===== src/mfa252_pkg.sv =====
package mfa252_pkg;

    // Operand and result widths
    localparam int LimbW  = 64;
    localparam int OpW    = 252;
    localparam int WordW  = 256;
    localparam int AccW   = 257;
    localparam int SumW   = 322;

    // Opcodes
    localparam logic [2:0] FUNC_MUL = 3'd0;
    localparam logic [2:0] FUNC_SQR = 3'd1;
    localparam logic [2:0] FUNC_ADD = 3'd2;
    localparam logic [2:0] FUNC_SUB = 3'd3;
    localparam logic [2:0] FUNC_NEG = 3'd4;

    // p = 2^251 + 17*2^192 + 1
    localparam logic [WordW-1:0] Prime =
        256'h0800000000000011_0000000000000000_0000000000000000_0000000000000001;

    // Request payload as it moves down the pipeline
    typedef struct packed {
        logic [2:0]       func;
        logic [OpW-1:0]   a;
        logic [OpW-1:0]   b;
        logic [WordW-1:0] lin;
    } item_t;

endpackage


===== src/mfa252_linear.sv =====
module mfa252_linear (
    input  logic                 aclk,
    input  logic                 aresetn,
    input  logic                 en,
    input  logic                 in_vld,
    input  mfa252_pkg::item_t    in_item,
    output logic                 out_vld,
    output mfa252_pkg::item_t    out_item
);
    import mfa252_pkg::*;

    logic             s1_vld_reg;
    item_t            s1_item_reg;
    logic [WordW-1:0] s1_pre_reg;
    logic             s1_brw_reg;
    logic             s2_vld_reg;
    item_t            s2_item_reg;

    logic [WordW-1:0] s1_pre_next;
    logic             s1_brw_next;
    logic [WordW:0]   diff;
    logic [WordW:0]   sum_red;
    item_t            s2_item_next;

    // Stage 1: raw sum, difference or negation
    always_comb begin
        diff        = {5'd0, in_item.a} - {5'd0, in_item.b};
        s1_brw_next = diff[WordW];
        case (in_item.func)
            FUNC_ADD: s1_pre_next = {4'd0, in_item.a} + {4'd0, in_item.b};
            FUNC_SUB: s1_pre_next = diff[WordW-1:0];
            FUNC_NEG: begin
                if (in_item.a == '0) begin
                    s1_pre_next = '0;
                end else begin
                    s1_pre_next = Prime - {4'd0, in_item.a};
                end
            end
            default:  s1_pre_next = '0;
        endcase
    end

    // Stage 2: conditional correction by p
    always_comb begin
        sum_red      = {1'b0, s1_pre_reg} - {1'b0, Prime};
        s2_item_next = s1_item_reg;
        case (s1_item_reg.func)
            FUNC_ADD: s2_item_next.lin = sum_red[WordW] ? s1_pre_reg : sum_red[WordW-1:0];
            FUNC_SUB: s2_item_next.lin = s1_brw_reg ? s1_pre_reg + Prime : s1_pre_reg;
            FUNC_NEG: s2_item_next.lin = s1_pre_reg;
            default:  s2_item_next.lin = '0;
        endcase
    end

    always_ff @(posedge aclk) begin
        if (!aresetn) begin
            s1_vld_reg <= 1'b0;
            s2_vld_reg <= 1'b0;
        end else if (en) begin
            s1_vld_reg <= in_vld;
            s2_vld_reg <= s1_vld_reg;
        end
        if (en) begin
            s1_item_reg <= in_item;
            s1_pre_reg  <= s1_pre_next;
            s1_brw_reg  <= s1_brw_next;
            s2_item_reg <= s2_item_next;
        end
    end

    assign out_vld  = s2_vld_reg;
    assign out_item = s2_item_reg;

endmodule


===== config.mk =====
export PLATFORM = sky130hd
export DESIGN_NAME = mfa252_linear
export DESIGN_NICKNAME = d
export VERILOG_FILES = /design/src/mfa252_pkg.sv /design/src/mfa252_linear.sv
export SDC_FILE = /design/constraint.sdc
export NUM_CORES = 2
export LEC_CHECK = 0
export BUFFER_PORTS_ARGS = -buffer_cell sky130_fd_sc_hd__buf_2
export CORE_AREA = 2 2 661 663
export CTS_BUF_LIST = sky130_fd_sc_hd__clkbuf_16
export DETAILED_ROUTE_END_ITERATION = 10
export DIE_AREA = 0 0 663 665
export GPL_ROUTABILITY_DRIVEN = 0
export PLACE_DENSITY = 0.46
export SKIP_LAST_GASP = 1
export SLEW_MARGIN = 10
export SYNTH_ARGS = -nofsm -noshare
export SYNTH_HDL_FRONTEND = slang
export SYNTH_SLANG_ARGS = --single-unit

===== constraint.sdc =====
create_clock -name aclk -period 15.6 [get_ports aclk]
set_input_delay 3.12 -clock aclk [delete_from_list [all_inputs] [get_ports aclk]]
set_output_delay 3.12 -clock aclk [all_outputs]
set_load 0.05 [all_outputs]

Word-level counts from Yosys, hierarchy flattened --
Cells that the tools add are included.
Operators by class: equality and inequality tests 6, multiplexer cells 5, add/subtract/negate cells 5, reduce and logical (&&, ||, !) cells 1
Operators with widths (number):
- $pmux W256 S3 | 2
- $mux W256 | 3
- $sub A256 B252 Y257 const B | 1
- $add A256 B252 Y256 const B | 1
- $add A252 B252 Y253 | 1
- $sub A252 B252 Y253 | 1
- $sub A252 B252 Y253 const A | 1
- $logic_not A252 Y1 | 1
- $eq A3 B2 Y1 const B | 4
- $eq A3 B3 Y1 const B | 2
Storage, ports and cells: output and inout port bits 764, flip-flop bits (word level) 1529, word-level logic and storage cells 28, bits of input ports 767

Depth between registers and ports, before layout --
word-level depth 3, gate-level depth with buffers 19, gate-level depth less buffers 18

Least setup slack after synthesis --
OpenSTA, ideal clock, no wires.
path type input -> register, start point in in_item[510] (netlist bit), end point reg s1_pre_reg[224], data pin, library setup time 0.274 ns, cell stages on the path 16, data required time 15.326 ns, data arrival time 7.058 ns, path slack 8.267 ns, cells stage by stage or4_1 > nor4bb_1 > nand4_2 > or4_1 > buf_2 > nor3b_2 > and2_1 > and3_1 > buf_2 > a31oi_2 > nor2b_4 > nor3b_2 > nand2_1 > or3_1 > xnor2_1 > o221ai_1
Between the ends: word-level cells in the longest chain between the ends 3, elaborated cells between the ends (all ways) 6, classes of those cells add/sub (3); mux (2); reduce/logical (1)
Ends and longest elaborated chain:
- from (decl) | line mfa252_linear.sv:6 | input mfa252_pkg::item_t in_item,
- $sub A252 B252 Y253 or $logic_not A252 Y1 (tied branches) | line mfa252_linear.sv:36, mfa252_linear.sv:33
- $mux W256 | line mfa252_linear.sv:33 | if (in_item.a == '0) begin
- $pmux W256 S3 * | line mfa252_linear.sv:29 | case (in_item.func)
- named net s1_pre_next[224] | line mfa252_linear.sv:19 | logic [WordW-1:0] s1_pre_next;
- to (signal assigned) | line mfa252_linear.sv:65 | s1_pre_reg <= s1_pre_next;
- to (decl) | line mfa252_linear.sv:14 | logic [WordW-1:0] s1_pre_reg;
The timed path passes the listed nets; every way through them passes the cells marked *. A chain may end at the register's enable or synchronous reset.

Worst setup path after layout --
start point in in_item[299] (netlist bit), end point reg s1_pre_reg[250], data pin
Between the ends: word-level cells in the longest chain between the ends 2, elaborated cells between the ends (all ways) 3, classes of those cells add/sub (2); mux (1)
Ends and longest elaborated chain (line):
- $sub A252 B252 Y253 or $add A252 B252 Y253 (tied branches) | mfa252_linear.sv:27, mfa252_linear.sv:30
- $pmux W256 S3 * | mfa252_linear.sv:29
- named net s1_pre_next[250] | mfa252_linear.sv:19
Marked as above.

==> results.cfg <==
[run_status]
status = finished with violations
violations = DRC, capacitance limit

[sta]
rsz0062_at_grt = false
fin_skew_ns = 0.0458
hold_viol = 0
hold_ws_ns = 0.392
slew_violations = 0
final-setup-viol-count = 0
max_freq_mhz = 97.5
period_share = 0.657
period_minus_slack_ns = 10.25
slew_headroom = 0.00298
setup_tns_ns = 0
worstMarginPinSlew_ns = 1.49

[synth]
synth.area.top_cells = edfxtp_1 (42%), ha_1 (5.9%), a21oi_1 (5.3%)
yosysSeqAreaShare = 0.424
synth_top_area_frac = 0.424
synthFlopType = edfxtp_1
synth_cell_types = 113
synth_largest_area_cell = edfxtp_1
syn_avg_cell_area_um2 = 8.87
synth_area_mm2 = 0.108
synth_edf_count = 1525
ys_seq_elements = 1527
synth_nets = 13500
yosysWarnings = 0
synthArstFlopShare = 0
netlist_instances = 12200

[worst_setup_path]
end_kind = flop
path_class = primary input to flop
worstPathRequired_ns = 16.27
cp_data_arrival_time_ns = 10.92
cp_max_fo = 13
crit_path_start_kind = primary input

[power_and_ir_drop]
finalPower_mw = 13.1
vdd_ir_drop_max_mv = 0.102
p_leak_nw = 45.1
power-per-cell-area_mw_per_mm2 = 103

[run]
max_cap_viol_count = 1

[floorplan]
rows = 242
start_util = 0.249
io_pins = 1531
die-area_mm2 = 0.441
dieWidth_um = 663
die_y_um = 665
core_area_mm2 = 0.433

[layout]
fill_cells = 46500
syn_to_final_growth_pct = 17.4
finalNetCount = 14500
drive_above_1_share = 0.142
largest_reg_flops = 763
fin_area_mm2 = 0.127
instances_no_fill = 19100

[cts]
clk_path_buf_depth = 4
path_clk_slew_ns = 0.06
post_cts_resized = 0
clock-sinks = 1527
h-tree-depth = 4
tritoncts = built
cts-root-buf = clkbuf_16
holdBufCountCts = 0
numCtsBuffers = 182
clock_latency_ns = 0.97
cts_setup_buffers = 0

[detailed_routing]
wirelength_mm = 627
antenna_left = 0
wl_per_cell_um = 32.8
drt_iter0_drc = 17300
drc = 1
firstDrtPassIters = 11
vias = 111000
routed_via_density = 5.80

[min_path]
min_path_type = flop to flop

[global_routing]
grt_overflow = 0
grt_pass1_vias = 101000
grt_max_degree = 169
antenna_found_initial = 82
grt_use_total = 0.269
grt_pass1_wl_mm = 839

[place]
place_inst = 18800
port_buffers = 1274
placed_cell_area_mm2 = 0.121
hpwl_mm = 514
==> final timing paths <==
path	cells past startpoint	endpoint	start	slack, ns
hold / removal	0	out_item[406]$_DFFE_PP_	s1_item_reg[406]$_DFFE_PP_	0.39
hold reg to reg	0	out_item[406]$_DFFE_PP_	s1_item_reg[406]$_DFFE_PP_	0.39
setup / recovery	17	s1_pre_reg[250]$_DFFE_PP_	in_item[299]	5.35
setup reg to reg	13	out_item[122]$_DFFE_PP_	s1_pre_reg[203]$_DFFE_PP_	8.44
==> cell type report <==
class | count | area, um^2 | area share
Timing Repair Buffer | 1449 | 7840 | 0.0618
Tap cell | 5734 | 7170 | 0.0565
Sequential cell | 1527 | 45800 | 0.361
Clock inverter | 145 | 1310 | 0.0103
Clock buffer | 185 | 4630 | 0.0365
Antenna cell | 43 | 108 | 0.000848
Inverter | 627 | 2360 | 0.0186
Multi-Input combinational cell | 9433 | 57700 | 0.454
==> routing by layer <==
layer,vias up,global-route usage,share of wire
met3,1389,0.0634,0.10
met1,54200,0.357,0.41
met5,-,0,0.00013
li1,48300,-,-
met2,7200,0.392,0.41
met4,10,0.172,0.079
==> kinds of logic (layout without fill, tap and decap cells) <==
kind of cell               Yosys count  in the layout  share of synthesized area
and+or+nand+nor                   4658           4658                      0.217
xor gates and xnor gates           522            522                     0.0423
adders and majority gates          509            509                     0.0591
muxes                               54             54                    0.00507
DFF                               1527           1527                      0.424
AOI/OAI and AO/OA                 3690           3690                      0.209
other                                0             43                          0
buffers and inverters             1231           2406                     0.0434
==> Yosys cell counts (143+ instances only) <==
library cell,n
nor3_1,439
nor4_1,422
xnor2_1,349
nor2_1,959
clkbuf_1,507
nand4_1,354
ha_1,507
o31ai_1,285
o21ai_0,927
nand3_1,400
a21oi_1,1144
edfxtp_1,1525
o21bai_1,197
xor2_1,173
nand2_1,1170
o22ai_1,241
or3_1,143
inv_1,616
==> power breakdown <==
group	switching, mW	internal, mW	total [mW]
Sequential	0.333	4.92	5.25
Clock	1.88	2.45	4.32
Combinational	2.66	0.861	3.53
Total	4.87	8.23	13.1
==> critical path, cell delays in order <==
cell	delay, ns
buf_2	0.13
inv_1	0.05
ha_1	0.48
nor4_1	1.04
nand4_1	0.71
a31oi_1	0.57
o21ai_0	0.43
a2111oi_0	1.15
o31ai_1	0.15
buf_4	0.24
o31ai_1	0.23
buf_4	0.23
a41oi_1	0.31
o31ai_1	1.27
a211oi_1	0.40
xnor2_1	0.27
o22ai_1	0.10
==> layout by cell type (no fill, tap or decap), types with 103 or more instances in the layout <==
master     instances
nand3_1          400
nor3_1           438
a21oi_1         1144
nand2_1         1169
clkbuf_16        185
or4_1            103
or3_1            143
ha_1             507
nor2_1           955
nor4_1           420
nand4_1          354
o22ai_1          241
xnor2_1          349
nand2b_1         103
and3_1           131
xor2_1           173
buf_4            165
inv_1            645
o21ai_0          923
edfxtp_1        1525
o21bai_1         197
o31ai_1          285
a31oi_1          111
buf_2           1272
==> stage by stage <==
stage | setup WS, ns | utilization
3_5_place_dp | 5.17 | 0.279
4_1_cts | 6.18 | 0.293
6_report | 5.35 | 0.293
2_1_floorplan | 8.27 | -
3_3_place_gp | 5.18 | 0.279
5_1_grt | 5.65 | 0.293
No activity file was read; power rests on OpenSTA's default activity.
